## src/complementary_tilt_filter_unit_defines.svh

```systemverilog
// Assertion macros for the complementary tilt filter.
// Included by the top level; needs clk and rst_n in the including scope.
`ifndef COMPLEMENTARY_TILT_FILTER_UNIT_DEFINES_SVH
`define COMPLEMENTARY_TILT_FILTER_UNIT_DEFINES_SVH
`ifndef SYNTHESIS
// Same-cycle implication, sampled on clk, off during reset
`define CTF_ASSERT_IMP(label, ante, cons) \
  label: assert property (@(posedge clk) disable iff (!rst_n) (ante) |-> (cons)) \
    else $error("ctf: same-cycle check failed");
// Next-cycle implication, sampled on clk, off during reset
`define CTF_ASSERT_NXT(label, ante, cons) \
  label: assert property (@(posedge clk) disable iff (!rst_n) (ante) |=> (cons)) \
    else $error("ctf: next-cycle check failed");
`else
`define CTF_ASSERT_IMP(label, ante, cons)
`define CTF_ASSERT_NXT(label, ante, cons)
`endif
`endif

```

## src/ctf_pkg.sv

```systemverilog
// Shared types, widths and the arctangent table of the tilt filter.
// No dependencies; every other file but the assertion header refers to it by scoped names.
package ctf_pkg;

  localparam int IN_W    = 16;  // sample fields
  localparam int CFG_W   = 16;  // widest config register
  localparam int ANG_W   = 32;  // stored angle, 1/65536 degree
  localparam int CO_W    = 17;  // CORDIC operand before scaling
  localparam int CX_W    = 27;  // CORDIC x/y datapath
  localparam int CZ_W    = 26;  // CORDIC angle accumulator
  localparam int DLT_W   = 30;  // gyro increment
  localparam int DIFF_W  = 34;  // blend multiplicand
  localparam int ROOT_W  = 16;  // square root result
  localparam int TAB_LEN = 24;
  localparam int TAB_IW  = 5;

  localparam logic signed [CZ_W-1:0] DEG180_Q16 = 26'sd11796480;

  // Status of an iterative unit
  typedef struct packed {
    logic busy;
    logic done;
  } ctf_stat_t;

  typedef struct packed {
    logic signed [IN_W-1:0] accel_x;
    logic signed [IN_W-1:0] accel_y;
    logic signed [IN_W-1:0] accel_z;
    logic signed [IN_W-1:0] rate_x;
    logic signed [IN_W-1:0] rate_y;
  } ctf_in_t;

  typedef struct packed {
    logic signed [IN_W-1:0] pitch_out;
    logic signed [IN_W-1:0] roll_out;
  } ctf_out_t;

  // atan(2^-i) in 1/65536 degree, rounded to nearest
  function automatic logic signed [CZ_W-1:0] atan_q16(input logic [TAB_IW-1:0] idx);
    logic signed [CZ_W-1:0] v;
    unique case (idx)
      5'd0:    v = 26'sd2949120;
      5'd1:    v = 26'sd1740967;
      5'd2:    v = 26'sd919879;
      5'd3:    v = 26'sd466945;
      5'd4:    v = 26'sd234379;
      5'd5:    v = 26'sd117304;
      5'd6:    v = 26'sd58666;
      5'd7:    v = 26'sd29335;
      5'd8:    v = 26'sd14668;
      5'd9:    v = 26'sd7334;
      5'd10:   v = 26'sd3667;
      5'd11:   v = 26'sd1833;
      5'd12:   v = 26'sd917;
      5'd13:   v = 26'sd458;
      5'd14:   v = 26'sd229;
      5'd15:   v = 26'sd115;
      5'd16:   v = 26'sd57;
      5'd17:   v = 26'sd29;
      5'd18:   v = 26'sd14;
      5'd19:   v = 26'sd7;
      5'd20:   v = 26'sd4;
      5'd21:   v = 26'sd2;
      5'd22:   v = 26'sd1;
      default: v = '0;
    endcase
    return v;
  endfunction

endpackage

```

## src/ctf_if.sv

```systemverilog
// Valid/ready channel interfaces for the tilt filter samples and results.
// Depends on ctf_pkg for the payload structs.
interface ctf_in_if;
  logic             valid;
  logic             ready;
  ctf_pkg::ctf_in_t data;
  modport source (output valid, output data, input ready);
  modport sink   (input valid, input data, output ready);
endinterface

interface ctf_out_if;
  logic              valid;
  logic              ready;
  ctf_pkg::ctf_out_t data;
  modport source (output valid, output data, input ready);
  modport sink   (input valid, input data, output ready);
endinterface

```

## src/ctf_isqrt.sv

```systemverilog
// Floor square root of a^2 + b^2, two radicand bits per cycle.
// Depends on ctf_pkg.
module ctf_isqrt (
  input  logic                          clk,
  input  logic                          rst_n,
  input  logic                          start,
  input  logic signed [ctf_pkg::IN_W-1:0] a_in,
  input  logic signed [ctf_pkg::IN_W-1:0] b_in,
  output ctf_pkg::ctf_stat_t            stat,
  output logic [ctf_pkg::ROOT_W-1:0]    root
);

  localparam int RW = ctf_pkg::ROOT_W;
  localparam logic [3:0] ROOT_LAST = 4'(RW - 1);

  typedef enum logic [1:0] {S_IDLE, S_SQB, S_ROOT} state_t;

  state_t              state_r;
  logic                done_r;
  logic [3:0]          cnt_r;
  logic signed [ctf_pkg::IN_W-1:0] b_r;
  logic [2*RW-1:0]     v_r;
  logic [RW:0]         rem_r;
  logic [RW-1:0]       root_r;

  logic signed [ctf_pkg::IN_W-1:0] sq_op;
  logic signed [2*RW-1:0] sq;
  logic [RW+2:0]       rem_sh;
  logic [RW+2:0]       trial;
  logic                ge;
  logic [RW:0]         rem_nxt;
  logic [RW-1:0]       root_nxt;

  // Square the first operand on start, the second in the cycle after
  assign sq_op = (state_r == S_IDLE) ? a_in : b_r;
  assign sq    = (2*RW)'(sq_op) * (2*RW)'(sq_op);

  // One root digit: bring down two bits, try (root << 2) | 1
  assign rem_sh   = {rem_r, v_r[2*RW-1 -: 2]};
  assign trial    = (RW+3)'({root_r, 2'b01});
  assign ge       = rem_sh >= trial;
  assign rem_nxt  = ge ? (RW+1)'(rem_sh - trial) : rem_sh[RW:0];
  assign root_nxt = {root_r[RW-2:0], ge};

  // Sequence: square, square and add, then one digit per cycle
  always_ff @(posedge clk) begin
    if (!rst_n) begin
      state_r <= S_IDLE;
      done_r  <= 1'b0;
      cnt_r   <= '0;
    end else begin
      done_r <= 1'b0;
      unique case (state_r)
        S_IDLE: begin
          if (start) begin
            state_r <= S_SQB;
          end
        end
        S_SQB: begin
          cnt_r   <= '0;
          state_r <= S_ROOT;
        end
        S_ROOT: begin
          cnt_r <= cnt_r + 4'd1;
          if (cnt_r == ROOT_LAST) begin
            state_r <= S_IDLE;
            done_r  <= 1'b1;
          end
        end
        default: state_r <= S_IDLE;
      endcase
    end
  end

  // Datapath
  always_ff @(posedge clk) begin
    if (state_r == S_IDLE) begin
      if (start) begin
        b_r <= b_in;
        v_r <= sq;
      end
    end else if (state_r == S_SQB) begin
      v_r    <= v_r + sq;
      rem_r  <= '0;
      root_r <= '0;
    end else begin
      v_r    <= {v_r[2*RW-3:0], 2'b00};
      rem_r  <= rem_nxt;
      root_r <= root_nxt;
    end
  end

  assign stat.busy = (state_r != S_IDLE);
  assign stat.done = done_r;
  assign root      = root_r;

endmodule

```

## src/ctf_cordic.sv

```systemverilog
// Vectoring CORDIC for atan2(y, x) in 1/65536 degree, one rotation per cycle.
// Depends on ctf_pkg for widths and the arctangent table.
module ctf_cordic #(
  parameter int CORDIC_STEPS = 16
) (
  input  logic                            clk,
  input  logic                            rst_n,
  input  logic                            start,
  input  logic signed [ctf_pkg::CO_W-1:0] y_in,
  input  logic signed [ctf_pkg::CO_W-1:0] x_in,
  output ctf_pkg::ctf_stat_t              stat,
  output logic signed [ctf_pkg::CZ_W-1:0] angle
);

  localparam int XW = ctf_pkg::CX_W;
  localparam int ZW = ctf_pkg::CZ_W;
  localparam int SW = (CORDIC_STEPS > 1) ? $clog2(CORDIC_STEPS) : 1;
  localparam logic [SW-1:0] STEP_LAST = SW'(CORDIC_STEPS - 1);

  typedef enum logic {S_IDLE, S_RUN} state_t;

  state_t               state_r;
  logic                 done_r;
  logic [SW-1:0]        step_r;
  logic signed [XW-1:0] x_r;
  logic signed [XW-1:0] y_r;
  logic signed [ZW-1:0] z_r;

  logic                 zero_in;
  logic                 neg_in;
  logic signed [ctf_pkg::CO_W-1:0] xs;
  logic signed [ctf_pkg::CO_W-1:0] ys;
  logic signed [XW-1:0] x0;
  logic signed [XW-1:0] y0;
  logic signed [ZW-1:0] z0;
  logic signed [XW-1:0] dx;
  logic signed [XW-1:0] dy;
  logic signed [ZW-1:0] tab;
  logic                 up;

  // Fold the left half-plane onto the right, then scale by 2^8
  assign zero_in = (x_in == '0) && (y_in == '0);
  assign neg_in  = x_in[ctf_pkg::CO_W-1];
  assign xs      = neg_in ? -x_in : x_in;
  assign ys      = neg_in ? -y_in : y_in;
  assign x0      = XW'(xs) <<< 8;
  assign y0      = XW'(ys) <<< 8;
  assign z0      = !neg_in ? '0
                 : (y_in[ctf_pkg::CO_W-1] ? -ctf_pkg::DEG180_Q16 : ctf_pkg::DEG180_Q16);

  // One micro-rotation; arithmetic shifts round toward minus infinity
  assign dx  = y_r >>> step_r;
  assign dy  = x_r >>> step_r;
  assign tab = ctf_pkg::atan_q16(ctf_pkg::TAB_IW'(step_r));
  assign up  = !y_r[XW-1];

  // Step counter; both operands zero give angle zero at once
  always_ff @(posedge clk) begin
    if (!rst_n) begin
      state_r <= S_IDLE;
      done_r  <= 1'b0;
      step_r  <= '0;
    end else begin
      done_r <= 1'b0;
      unique case (state_r)
        S_IDLE: begin
          if (start) begin
            step_r <= '0;
            if (zero_in) begin
              done_r <= 1'b1;
            end else begin
              state_r <= S_RUN;
            end
          end
        end
        S_RUN: begin
          step_r <= step_r + SW'(1);
          if (step_r == STEP_LAST) begin
            state_r <= S_IDLE;
            done_r  <= 1'b1;
          end
        end
        default: state_r <= S_IDLE;
      endcase
    end
  end

  // Rotate toward the x axis
  always_ff @(posedge clk) begin
    if (state_r == S_IDLE) begin
      if (start) begin
        x_r <= x0;
        y_r <= y0;
        z_r <= z0;
      end
    end else if (up) begin
      x_r <= x_r + dx;
      y_r <= y_r - dy;
      z_r <= z_r + tab;
    end else begin
      x_r <= x_r - dx;
      y_r <= y_r + dy;
      z_r <= z_r - tab;
    end
  end

  assign stat.busy = (state_r == S_RUN);
  assign stat.done = done_r;
  assign angle     = z_r;

endmodule

```

## src/ctf_gyro.sv

```systemverilog
// Gyro increment rate * period / 10, rounded half away from zero.
// Bit-serial multiply then bit-serial divide by ten; depends on ctf_pkg.
module ctf_gyro (
  input  logic                             clk,
  input  logic                             rst_n,
  input  logic                             start,
  input  logic signed [ctf_pkg::IN_W-1:0]  rate_in,
  input  logic [ctf_pkg::CFG_W-1:0]        period_in,
  output ctf_pkg::ctf_stat_t               stat,
  output logic signed [ctf_pkg::DLT_W-1:0] delta
);

  localparam int W  = ctf_pkg::IN_W;
  localparam int QW = ctf_pkg::DLT_W - 1;
  localparam logic [4:0]     MUL_LAST = 5'(W - 1);
  localparam logic [4:0]     DIV_LAST = 5'(2*W - 1);
  localparam logic [4:0]     TEN      = 5'd10;
  localparam logic [2*W-1:0] HALF_TEN = (2*W)'(5);

  typedef enum logic [1:0] {S_IDLE, S_MUL, S_DIV} state_t;

  state_t          state_r;
  logic            done_r;
  logic [4:0]      cnt_r;
  logic            neg_r;
  logic [W-1:0]    mcand_r;
  logic [W-1:0]    mplier_r;
  logic [W-1:0]    hi_r;
  logic [W-1:0]    lo_r;
  logic [2*W-1:0]  num_r;
  logic [3:0]      rem_r;
  logic [QW-1:0]   q_r;

  logic [W-1:0]    mag;
  logic [W:0]      sum;
  logic [2*W-1:0]  prod;
  logic [4:0]      t;
  logic            ge;
  logic signed [ctf_pkg::DLT_W-1:0] qs;

  assign mag = rate_in[W-1] ? (~$unsigned(rate_in) + W'(1)) : $unsigned(rate_in);

  // Multiply step: add the multiplicand on a set bit, shift right
  assign sum  = {1'b0, hi_r} + (mplier_r[0] ? {1'b0, mcand_r} : '0);
  assign prod = {sum, lo_r[W-1:1]};

  // Divide step: bring down one bit, subtract ten when it fits
  assign t  = {rem_r, num_r[2*W-1]};
  assign ge = t >= TEN;

  assign qs    = $signed({1'b0, q_r});
  assign delta = neg_r ? -qs : qs;

  always_ff @(posedge clk) begin
    if (!rst_n) begin
      state_r <= S_IDLE;
      done_r  <= 1'b0;
      cnt_r   <= '0;
    end else begin
      done_r <= 1'b0;
      unique case (state_r)
        S_IDLE: begin
          if (start) begin
            cnt_r   <= '0;
            state_r <= S_MUL;
          end
        end
        S_MUL: begin
          cnt_r <= cnt_r + 5'd1;
          if (cnt_r == MUL_LAST) begin
            cnt_r   <= '0;
            state_r <= S_DIV;
          end
        end
        S_DIV: begin
          cnt_r <= cnt_r + 5'd1;
          if (cnt_r == DIV_LAST) begin
            state_r <= S_IDLE;
            done_r  <= 1'b1;
          end
        end
        default: state_r <= S_IDLE;
      endcase
    end
  end

  always_ff @(posedge clk) begin
    unique case (state_r)
      S_IDLE: begin
        if (start) begin
          neg_r    <= rate_in[W-1];
          mcand_r  <= mag;
          mplier_r <= period_in;
          hi_r     <= '0;
          lo_r     <= '0;
        end
      end
      S_MUL: begin
        hi_r     <= sum[W:1];
        lo_r     <= {sum[0], lo_r[W-1:1]};
        mplier_r <= mplier_r >> 1;
        if (cnt_r == MUL_LAST) begin
          num_r <= prod + HALF_TEN;
          rem_r <= '0;
          q_r   <= '0;
        end
      end
      S_DIV: begin
        rem_r <= ge ? 4'(t - TEN) : t[3:0];
        q_r   <= {q_r[QW-2:0], ge};
        num_r <= {num_r[2*W-2:0], 1'b0};
      end
      default: begin
        hi_r <= hi_r;
      end
    endcase
  end

  assign stat.busy = (state_r != S_IDLE);
  assign stat.done = done_r;

endmodule

```

## src/ctf_blend.sv

```systemverilog
// Blend of the integrated angle with the accelerometer angle by alpha,
// as acc + alpha * (angle + delta - acc) / 2^16; holds the stored angle.
module ctf_blend (
  input  logic                             clk,
  input  logic                             rst_n,
  input  logic                             start,
  input  logic signed [ctf_pkg::DLT_W-1:0] delta_in,
  input  logic signed [ctf_pkg::CZ_W-1:0]  acc_in,
  input  logic [ctf_pkg::CFG_W-1:0]        alpha_in,
  output ctf_pkg::ctf_stat_t               stat,
  output logic signed [ctf_pkg::ANG_W-1:0] angle
);

  localparam int DW    = ctf_pkg::DIFF_W;
  localparam int SUM_W = DW + 1;
  localparam int RES_W = DW + 2;
  localparam int AW    = ctf_pkg::ANG_W;
  localparam int MW    = ctf_pkg::CFG_W;
  localparam logic [3:0] MUL_LAST = 4'(MW - 1);
  localparam logic signed [AW-1:0] ANG_MAX = {1'b0, {(AW-1){1'b1}}};
  localparam logic signed [AW-1:0] ANG_MIN = {1'b1, {(AW-1){1'b0}}};

  typedef enum logic {S_IDLE, S_MUL} state_t;

  state_t                           state_r;
  logic                             done_r;
  logic [3:0]                       cnt_r;
  logic signed [AW-1:0]             angle_r;
  logic signed [DW-1:0]             diff_r;
  logic signed [DW-1:0]             hi_r;
  logic [MW-1:0]                    mplier_r;
  logic signed [ctf_pkg::CZ_W-1:0]  acc_r;

  logic signed [DW-1:0]    diff0;
  logic signed [SUM_W-1:0] sum;
  logic signed [RES_W-1:0] res;
  logic                    fits;
  logic signed [AW-1:0]    res_sat;

  assign diff0 = DW'(angle_r) + DW'(delta_in) - DW'(acc_in);

  // Multiply step; the high part stays within the multiplicand's range
  assign sum = SUM_W'(hi_r) + (mplier_r[0] ? SUM_W'(diff_r) : '0);

  // Round half up: the last bit shifted out is bit 15 of the low product
  assign res = RES_W'(acc_r) + RES_W'($signed(sum[SUM_W-1:1]))
             + RES_W'({1'b0, sum[0]});
  assign fits = (res[RES_W-1:AW-1] == '0) || (res[RES_W-1:AW-1] == '1);
  assign res_sat = fits ? res[AW-1:0] : (res[RES_W-1] ? ANG_MIN : ANG_MAX);

  always_ff @(posedge clk) begin
    if (!rst_n) begin
      state_r <= S_IDLE;
      done_r  <= 1'b0;
      cnt_r   <= '0;
      angle_r <= '0;
    end else begin
      done_r <= 1'b0;
      unique case (state_r)
        S_IDLE: begin
          if (start) begin
            cnt_r   <= '0;
            state_r <= S_MUL;
          end
        end
        S_MUL: begin
          cnt_r <= cnt_r + 4'd1;
          if (cnt_r == MUL_LAST) begin
            angle_r <= res_sat;
            state_r <= S_IDLE;
            done_r  <= 1'b1;
          end
        end
        default: state_r <= S_IDLE;
      endcase
    end
  end

  always_ff @(posedge clk) begin
    if (state_r == S_IDLE) begin
      if (start) begin
        diff_r   <= diff0;
        hi_r     <= '0;
        mplier_r <= alpha_in;
        acc_r    <= acc_in;
      end
    end else begin
      hi_r     <= sum[SUM_W-1:1];
      mplier_r <= mplier_r >> 1;
    end
  end

  assign stat.busy = (state_r == S_MUL);
  assign stat.done = done_r;
  assign angle     = angle_r;

endmodule

```

## src/complementary_tilt_filter_unit.sv

```systemverilog
// Complementary tilt filter: one accelerometer/gyro sample in, one fused
// pitch/roll pair out in 1/128 degree. An accepted sample starts the
// bit-serial gyro multiply and divide by ten, the square root followed by the
// pitch CORDIC, and the roll CORDIC, all side by side; once every one of them
// is done the blend starts, its bit-serial multiply runs, and the result is
// loaded into the output register. The next sample is taken once the result
// sits in the output register, and a held result keeps the finished blend
// waiting for that load.
// Configuration: index 0 swap_axes, 1 alpha_q16, 2 period_q16. Depends on
// ctf_pkg, ctf_if and the unit modules.
`include "complementary_tilt_filter_unit_defines.svh"

module complementary_tilt_filter_unit #(
  parameter int CORDIC_STEPS = 16
) (
  input  logic                      clk,
  input  logic                      rst_n,
  input  logic                      cfg_we,
  input  logic [1:0]                cfg_index,
  input  logic [ctf_pkg::CFG_W-1:0] cfg_data,
  ctf_in_if.sink                    in_s,
  ctf_out_if.source                 out_s
);

  localparam int W  = ctf_pkg::IN_W;
  localparam int AW = ctf_pkg::ANG_W;
  localparam int CO = ctf_pkg::CO_W;

  localparam logic [1:0] REG_SWAP   = 2'd0;
  localparam logic [1:0] REG_ALPHA  = 2'd1;
  localparam logic [1:0] REG_PERIOD = 2'd2;
  localparam logic [ctf_pkg::CFG_W-1:0] ALPHA_RST  = 16'd64881;
  localparam logic [ctf_pkg::CFG_W-1:0] PERIOD_RST = 16'd655;

  typedef enum logic [1:0] {S_IDLE, S_RUN, S_BLEND} state_t;

  // Stored angle to output units: round half up by 2^9, saturate to 16 bits
  function automatic logic signed [W-1:0] to_out(input logic signed [AW-1:0] a);
    logic signed [AW:0] t;
    logic               ok;
    logic signed [W-1:0] v;
    t  = (AW+1)'(a) + (AW+1)'(256);
    ok = (t[AW:W+8] == '0) || (t[AW:W+8] == '1);
    v  = ok ? t[W+8:9] : (t[AW] ? {1'b1, {(W-1){1'b0}}} : {1'b0, {(W-1){1'b1}}});
    return v;
  endfunction

  state_t                   state_r;
  logic                     sqd_r;
  logic                     out_valid_r;
  logic                     swap_r;
  logic [ctf_pkg::CFG_W-1:0] alpha_r;
  logic [ctf_pkg::CFG_W-1:0] period_r;
  logic signed [W-1:0]      ax_r;
  ctf_pkg::ctf_out_t        out_r;

  logic                     accept;
  logic                     front_busy;
  logic                     blend_go;
  logic                     out_load;
  logic signed [W-1:0]      ax, ay, gx, gy;
  logic signed [CO-1:0]     p_y, p_x, r_y, r_x;

  ctf_pkg::ctf_stat_t       sq_stat, cp_stat, cr_stat, gp_stat, gr_stat, bp_stat, br_stat;
  logic [ctf_pkg::ROOT_W-1:0] root;
  logic signed [ctf_pkg::CZ_W-1:0]  pitch_grav, roll_grav;
  logic signed [ctf_pkg::DLT_W-1:0] pitch_dlt, roll_dlt;
  logic signed [AW-1:0]     pitch_ang, roll_ang;

  // Configuration registers; unknown indexes drop the write
  always_ff @(posedge clk) begin
    if (!rst_n) begin
      swap_r   <= 1'b0;
      alpha_r  <= ALPHA_RST;
      period_r <= PERIOD_RST;
    end else if (cfg_we) begin
      unique case (cfg_index)
        REG_SWAP:   swap_r   <= cfg_data[0];
        REG_ALPHA:  alpha_r  <= cfg_data;
        REG_PERIOD: period_r <= cfg_data;
        default:    swap_r   <= swap_r;
      endcase
    end
  end

  // Axis swap on the incoming transaction
  assign ax = swap_r ? in_s.data.accel_y : in_s.data.accel_x;
  assign ay = swap_r ? in_s.data.accel_x : in_s.data.accel_y;
  assign gx = swap_r ? in_s.data.rate_y  : in_s.data.rate_x;
  assign gy = swap_r ? in_s.data.rate_x  : in_s.data.rate_y;

  assign in_s.ready = (state_r == S_IDLE);
  assign accept     = in_s.valid && in_s.ready;

  // CORDIC operands: roll = atan2(ay, az), pitch = atan2(-ax, r)
  assign r_y = CO'(ay);
  assign r_x = CO'(in_s.data.accel_z);
  assign p_y = -CO'(ax_r);
  assign p_x = CO'({1'b0, root});

  always_ff @(posedge clk) begin
    if (accept) begin
      ax_r <= ax;
    end
  end

  ctf_isqrt u_isqrt (
    .clk   (clk),
    .rst_n (rst_n),
    .start (accept),
    .a_in  (ay),
    .b_in  (in_s.data.accel_z),
    .stat  (sq_stat),
    .root  (root)
  );

  ctf_cordic #(.CORDIC_STEPS(CORDIC_STEPS)) u_cordic_pitch (
    .clk   (clk),
    .rst_n (rst_n),
    .start (sq_stat.done),
    .y_in  (p_y),
    .x_in  (p_x),
    .stat  (cp_stat),
    .angle (pitch_grav)
  );

  ctf_cordic #(.CORDIC_STEPS(CORDIC_STEPS)) u_cordic_roll (
    .clk   (clk),
    .rst_n (rst_n),
    .start (accept),
    .y_in  (r_y),
    .x_in  (r_x),
    .stat  (cr_stat),
    .angle (roll_grav)
  );

  ctf_gyro u_gyro_pitch (
    .clk       (clk),
    .rst_n     (rst_n),
    .start     (accept),
    .rate_in   (gy),
    .period_in (period_r),
    .stat      (gp_stat),
    .delta     (pitch_dlt)
  );

  ctf_gyro u_gyro_roll (
    .clk       (clk),
    .rst_n     (rst_n),
    .start     (accept),
    .rate_in   (gx),
    .period_in (period_r),
    .stat      (gr_stat),
    .delta     (roll_dlt)
  );

  ctf_blend u_blend_pitch (
    .clk      (clk),
    .rst_n    (rst_n),
    .start    (blend_go),
    .delta_in (pitch_dlt),
    .acc_in   (pitch_grav),
    .alpha_in (alpha_r),
    .stat     (bp_stat),
    .angle    (pitch_ang)
  );

  ctf_blend u_blend_roll (
    .clk      (clk),
    .rst_n    (rst_n),
    .start    (blend_go),
    .delta_in (roll_dlt),
    .acc_in   (roll_grav),
    .alpha_in (alpha_r),
    .stat     (br_stat),
    .angle    (roll_ang)
  );

  assign front_busy = sq_stat.busy || cp_stat.busy || cr_stat.busy
                   || gp_stat.busy || gr_stat.busy;
  assign blend_go   = (state_r == S_RUN) && sqd_r && !front_busy;
  assign out_load   = (state_r == S_BLEND) && !bp_stat.busy && !br_stat.busy
                   && (!out_valid_r || out_s.ready);

  // Sequencer and output valid
  always_ff @(posedge clk) begin
    if (!rst_n) begin
      state_r     <= S_IDLE;
      sqd_r       <= 1'b0;
      out_valid_r <= 1'b0;
    end else begin
      if (out_s.ready) begin
        out_valid_r <= 1'b0;
      end
      unique case (state_r)
        S_IDLE: begin
          sqd_r <= 1'b0;
          if (accept) begin
            state_r <= S_RUN;
          end
        end
        S_RUN: begin
          if (sq_stat.done) begin
            sqd_r <= 1'b1;
          end
          if (blend_go) begin
            state_r <= S_BLEND;
          end
        end
        S_BLEND: begin
          if (out_load) begin
            out_valid_r <= 1'b1;
            state_r     <= S_IDLE;
          end
        end
        default: state_r <= S_IDLE;
      endcase
    end
  end

  // Result register
  always_ff @(posedge clk) begin
    if (out_load) begin
      out_r.pitch_out <= to_out(pitch_ang);
      out_r.roll_out  <= to_out(roll_ang);
    end
  end

  assign out_s.valid = out_valid_r;
  assign out_s.data  = out_r;

  // The root finishes once per transaction, while the front end runs
  `CTF_ASSERT_IMP(a_sq_done_in_run, sq_stat.done, (state_r == S_RUN) && !sqd_r)
  // Blending only starts after every front-end unit has settled
  `CTF_ASSERT_IMP(a_blend_front_idle, state_r == S_BLEND, !front_busy)
  // An accepted transaction always starts the root and the gyro units
  `CTF_ASSERT_NXT(a_accept_starts, accept,
                  (state_r == S_RUN) && sq_stat.busy && gp_stat.busy && gr_stat.busy)

endmodule
```

## src/flat_wrapper.sv

```systemverilog
// flat-port wrapper written by rule: the top's interface ports become plain ports
module complementary_tilt_filter_unit_flat 
#(
  parameter int CORDIC_STEPS = 16
)
  (clk, rst_n, cfg_we, cfg_index, cfg_data, in_s_valid, in_s_data, in_s_ready, out_s_valid, out_s_data, out_s_ready);
  ctf_in_if in_s_i ();
  ctf_out_if out_s_i ();
  input  logic clk;
  input  logic rst_n;
  input  logic cfg_we;
  input  logic [1:0] cfg_index;
  input  logic [ctf_pkg::CFG_W-1:0] cfg_data;
  input wire logic [$bits(in_s_i.valid)-1:0] in_s_valid;
  input wire logic [$bits(in_s_i.data)-1:0] in_s_data;
  output wire logic [$bits(in_s_i.ready)-1:0] in_s_ready;
  output wire logic [$bits(out_s_i.valid)-1:0] out_s_valid;
  output wire logic [$bits(out_s_i.data)-1:0] out_s_data;
  input wire logic [$bits(out_s_i.ready)-1:0] out_s_ready;
  assign in_s_i.valid = in_s_valid;
  assign in_s_i.data = in_s_data;
  assign in_s_ready = in_s_i.ready;
  assign out_s_valid = out_s_i.valid;
  assign out_s_data = out_s_i.data;
  assign out_s_i.ready = out_s_ready;
  complementary_tilt_filter_unit #(.CORDIC_STEPS(CORDIC_STEPS)) u_core (.clk(clk), .rst_n(rst_n), .cfg_we(cfg_we), .cfg_index(cfg_index), .cfg_data(cfg_data), .in_s(in_s_i), .out_s(out_s_i));
endmodule
```

## config.mk

```make
export PLATFORM = sky130hd
export DESIGN_NAME = complementary_tilt_filter_unit_flat
export DESIGN_NICKNAME = d
export VERILOG_FILES = /design/src/ctf_pkg.sv /design/src/ctf_if.sv /design/src/ctf_isqrt.sv /design/src/ctf_cordic.sv /design/src/ctf_gyro.sv /design/src/ctf_blend.sv /design/src/complementary_tilt_filter_unit.sv /design/src/flat_wrapper.sv
export VERILOG_INCLUDE_DIRS = /design/src /design/src/src
export SDC_FILE = /design/constraint.sdc
export NUM_CORES = 2
export LEC_CHECK = 0
export BUFFER_PORTS_ARGS = -buffer_cell sky130_fd_sc_hd__buf_2
export CAP_MARGIN = 5
export CELL_PAD_IN_SITES_DETAIL_PLACEMENT = 2
export CELL_PAD_IN_SITES_GLOBAL_PLACEMENT = 2
export CORE_MARGIN = 5
export CORE_UTILIZATION = 38
export DETAILED_ROUTE_END_ITERATION = 8
export PLACE_DENSITY = 0.85
export RECOVER_POWER = 100
export SYNTH_ARGS = -nofsm -noshare
export SYNTH_HDL_FRONTEND = slang
export SYNTH_SLANG_ARGS = --single-unit
export TNS_END_PERCENT = 30
```

## constraint.sdc

```tcl
create_clock -name clk -period 9.7 [get_ports clk]
set_clock_uncertainty 0.2 [all_clocks]
set_input_delay 0.485 -clock clk [delete_from_list [all_inputs] [get_ports clk]]
set_output_delay 0.485 -clock clk [all_outputs]
set_load 0.02 [all_outputs]
```

==> flow_summary.json <==
{
  "cpMaxStageDelayCell": "fa_1",
  "wl_met1_mm": 126,
  "layout-drive-gt1-share": 0.103,
  "clock_sinks": 953,
  "violations": "capacitance limit, slew limit, setup timing",
  "nFillCells": 22400,
  "io_buffers": 136,
  "yosysSeqAreaShare": 0.332,
  "required_ns": 10.02,
  "min_from": "in_s_data[19]",
  "via_per_inst": 6.00,
  "grt_overflow": 0,
  "vias": 69600,
  "route.met3.wl_mm": 13.3,
  "dr.pass1.iters": 5,
  "place.gp.congestion": 0.888,
  "drc": 0,
  "cp-start-kind": "register",
  "ys_ff_latch": 953,
  "clk_pin_slew_ns": 0.08,
  "die_x_um": 470,
  "reg2reg_slack_ns": -0.03,
  "clock_latency_ns": 0.83,
  "drtIter0Drc": 4858,
  "cts_tree": "built",
  "initial_utilization": 0.381,
  "placed_area_sq_um": 84900,
  "cts-htree-levels": 3,
  "highest-signal-layer": "met5",
  "cts_buffer_depth": 3,
  "synth_largest_area_cell": "edfxtp_1",
  "slew_viol_final": 342,
  "worstSetupEndpointType": "register",
  "yosys.area.top_type_share": 0.286,
  "dp_hpwl_mm": 217,
  "synth_cell_types": 90,
  "whs_endpoint": "u_core.u_gyro_roll.mcand_r[3]",
  "die-area_sq_um": 221000,
  "synth-edff-count": 765,
  "fmax_mhz": 103,
  "antenna_found_initial": 12,
  "status": "complete, but fails checks",
  "track_usage": 0.272,
  "r2r_end": "u_core.u_isqrt.v_r[31]",
  "synthFlopType": "edfxtp_1",
  "hold_class": "input pin to register",
  "report.final.hold_viol_count": 0,
  "syn-instance-count": 8451,
  "reg2reg_depth": 39,
  "post-route-cell-area_sq_um": 90500,
  "synthArstFlopShare": 0,
  "fin_nets": 9676,
  "core-area_sq_um": 211000,
  "tightestPinTransition_ns": 3.90,
  "routed_wl_mm": 322,
  "synth.most_common_cell": "edfxtp_1",
  "ys_warn_count": 0,
  "period_share": 1.00,
  "syn-num-nets": 9451,
  "syn2layout_area_growth_pct": 12.5,
  "criticalPathCategory": "register to register",
  "multi_input_area_sq_um": 50500,
  "ios": 137,
  "grt_max_degree": 92,
  "cap_viol_max_count": 5,
  "finalSetupViolations": 3,
  "wl_met2_mm": 167,
  "area.sequential_sq_um": 26800,
  "critPathMaxStageDelay_ns": 0.59,
  "arrival_ns": 10.05,
  "fin_crit_ns": 9.73,
  "synth_common_cells": "edfxtp_1 (765), inv_1 (679), nor2_1 (671)",
  "syn_area_sq_um": 80500,
  "die_h_um": 470,
  "fin_ws_ns": -0.0283,
  "wire_per_inst_um": 27.7,
  "syn_avg_cell_area_sq_um": 9.52,
  "drtAntennaViolNets": 0,
  "yosys-top-cells-area": "edfxtp_1 (29%), ha_1 (9.1%), fa_1 (7.8%)",
  "r2r-start": "u_core.swap_r",
  "slew_headroom": -1.60,
  "grt_pass1_vias": 78400,
  "grt_pass1_wl_mm": 480,
  "rows": 169,
  "worstPathMaxFanout": 10,
  "holdPathStages": 3,
  "numCtsBuffers": 117,
  "clk_root_buffer_cell": "clkbuf_16"
}
sequential cells by signal (all words and copies together), names as in the netlist, 22 cells and up:
signal	cells
u_core.u_isqrt.v_r	32
u_core.u_blend_roll.angle	32
u_core.u_blend_pitch.diff_r	34
u_core.u_cordic_roll.y_r	27
u_core.u_blend_pitch.acc_r	26
u_core.u_cordic_pitch.x_r	27
u_core.u_gyro_roll.num_r	32
u_core.u_cordic_roll.angle	26
u_core.u_cordic_roll.tab	22
u_core.u_gyro_roll.q_r	29
u_core.u_blend_pitch.angle	32
u_core.u_blend_pitch.hi_r	34
u_core.u_blend_roll.acc_r	26
u_core.u_cordic_pitch.tab	22
u_core.u_blend_roll.hi_r	34
u_core.u_cordic_roll.x_r	27
u_core.u_cordic_pitch.angle	26
u_core.u_gyro_pitch.q_r	29
u_core.out_s.data	32
u_core.u_gyro_pitch.num_r	32
u_core.u_blend_roll.diff_r	34
u_core.u_cordic_pitch.y_r	27
layout make-up:
cell class,instances,share of cell area
Multi-Input combinational cell,6515,0.558
Clock inverter,68,0.00974
Tap cell,2821,0.0390
Antenna cell,6,0.000166
Sequential cell,953,0.296
Inverter,695,0.0289
Clock buffer,156,0.0369
Timing Repair Buffer,394,0.0317
kinds of logic (layout without fill, tap and decap cells):
group | after synthesis | count (layout) | share of synthesized area
multiplexers | 402 | 402 | 0.0710
AND/OR/NAND/NOR | 2497 | 2497 | 0.151
AO/OA/AOI/OAI | 2000 | 2000 | 0.152
buffers and inverters | 983 | 1313 | 0.0464
other | 0 | 6 | 0
flip-flops | 953 | 953 | 0.332
adder cells (fa/ha/maj) | 897 | 897 | 0.169
XOR/XNOR | 719 | 719 | 0.0783
routing by layer:
metal  track usage  vias to the layer above
li1              -                    30500
met1         0.316                    36200
met2         0.505                     2156
met3        0.0347                      832
met4         0.110                        4
met5             0                        -
worst max-delay path by stage:
stage | to | from | slack [ns]
floorplan | u_core.u_isqrt.v_r[31] | u_core.swap_r | 0.02
global placement | u_core.u_isqrt.v_r[31] | u_core.u_isqrt.state_r[0] | 0.26
detailed placement | u_core.u_isqrt.v_r[31] | u_core.u_isqrt.state_r[0] | -0.37
CTS | u_core.u_isqrt.v_r[31] | u_core.u_isqrt.state_r[1] | 0.004
global route | u_core.u_isqrt.v_r[30] | u_core.u_isqrt.state_r[0] | -0.40
finish | u_core.u_isqrt.v_r[31] | u_core.swap_r | -0.03
cell usage in the layout (no fill, tap or decap), drive strengths merged, types with 171 or more instances in the layout:
cell type    n
a21oi      586
nor2       671
o21ai      574
fa         315
edfxtp     765
ha         582
dfxtp      188
and2       326
clkbuf     194
nand3      171
a21o       201
xor2       271
nand2      647
buf        279
inv        683
xnor2      448
worst max-delay path, delay by kind of cell, from the launching register on:
family                     cells  cell delay [ns]
muxes                          1             0.27
xor gates and xnor gates       2             0.47
and+or+nand+nor                5             0.84
AOI/OAI and AO/OA             12             2.10
adders and majority gates      8             3.72
DFF                            1             0.49
buffers and inverters         11             1.35
timing repair:
action / 4_1_cts / 5_1_grt
gates cloned: 0 / 2
resized for setup: 17 / 82
endpoints found under the setup margin: 6 / 7
hold buffers: 77 / 0
buffers inserted: 12 / 18
hold endpoints to repair: 77 / 0
pin swaps: 5 / 32
stage by stage:
| stage | util | hold slack, ns | setup TNS (ns) | setup slack (ns) | cells |
|---|---|---|---|---|---|
| 2_1_floorplan | - | 0.233 | 0 | 0.0168 | 8451 |
| 3_3_place_gp | 0.401 | 0.242 | 0 | 0.265 | 11300 |
| 3_5_place_dp | 0.401 | 0.274 | -0.843 | -0.366 | 11300 |
| 4_1_cts | 0.426 | 0.0000654 | 0 | 0.00400 | 11600 |
| 5_1_grt | 0.428 | 0.0262 | -1.60 | -0.395 | 11600 |
| 6_report | 0.428 | 0.0495 | -0.0454 | -0.0283 | 11600 |
Power is not shown: default switching activity piles up to over one toggle a cycle in this logic, so the estimate is an artifact.
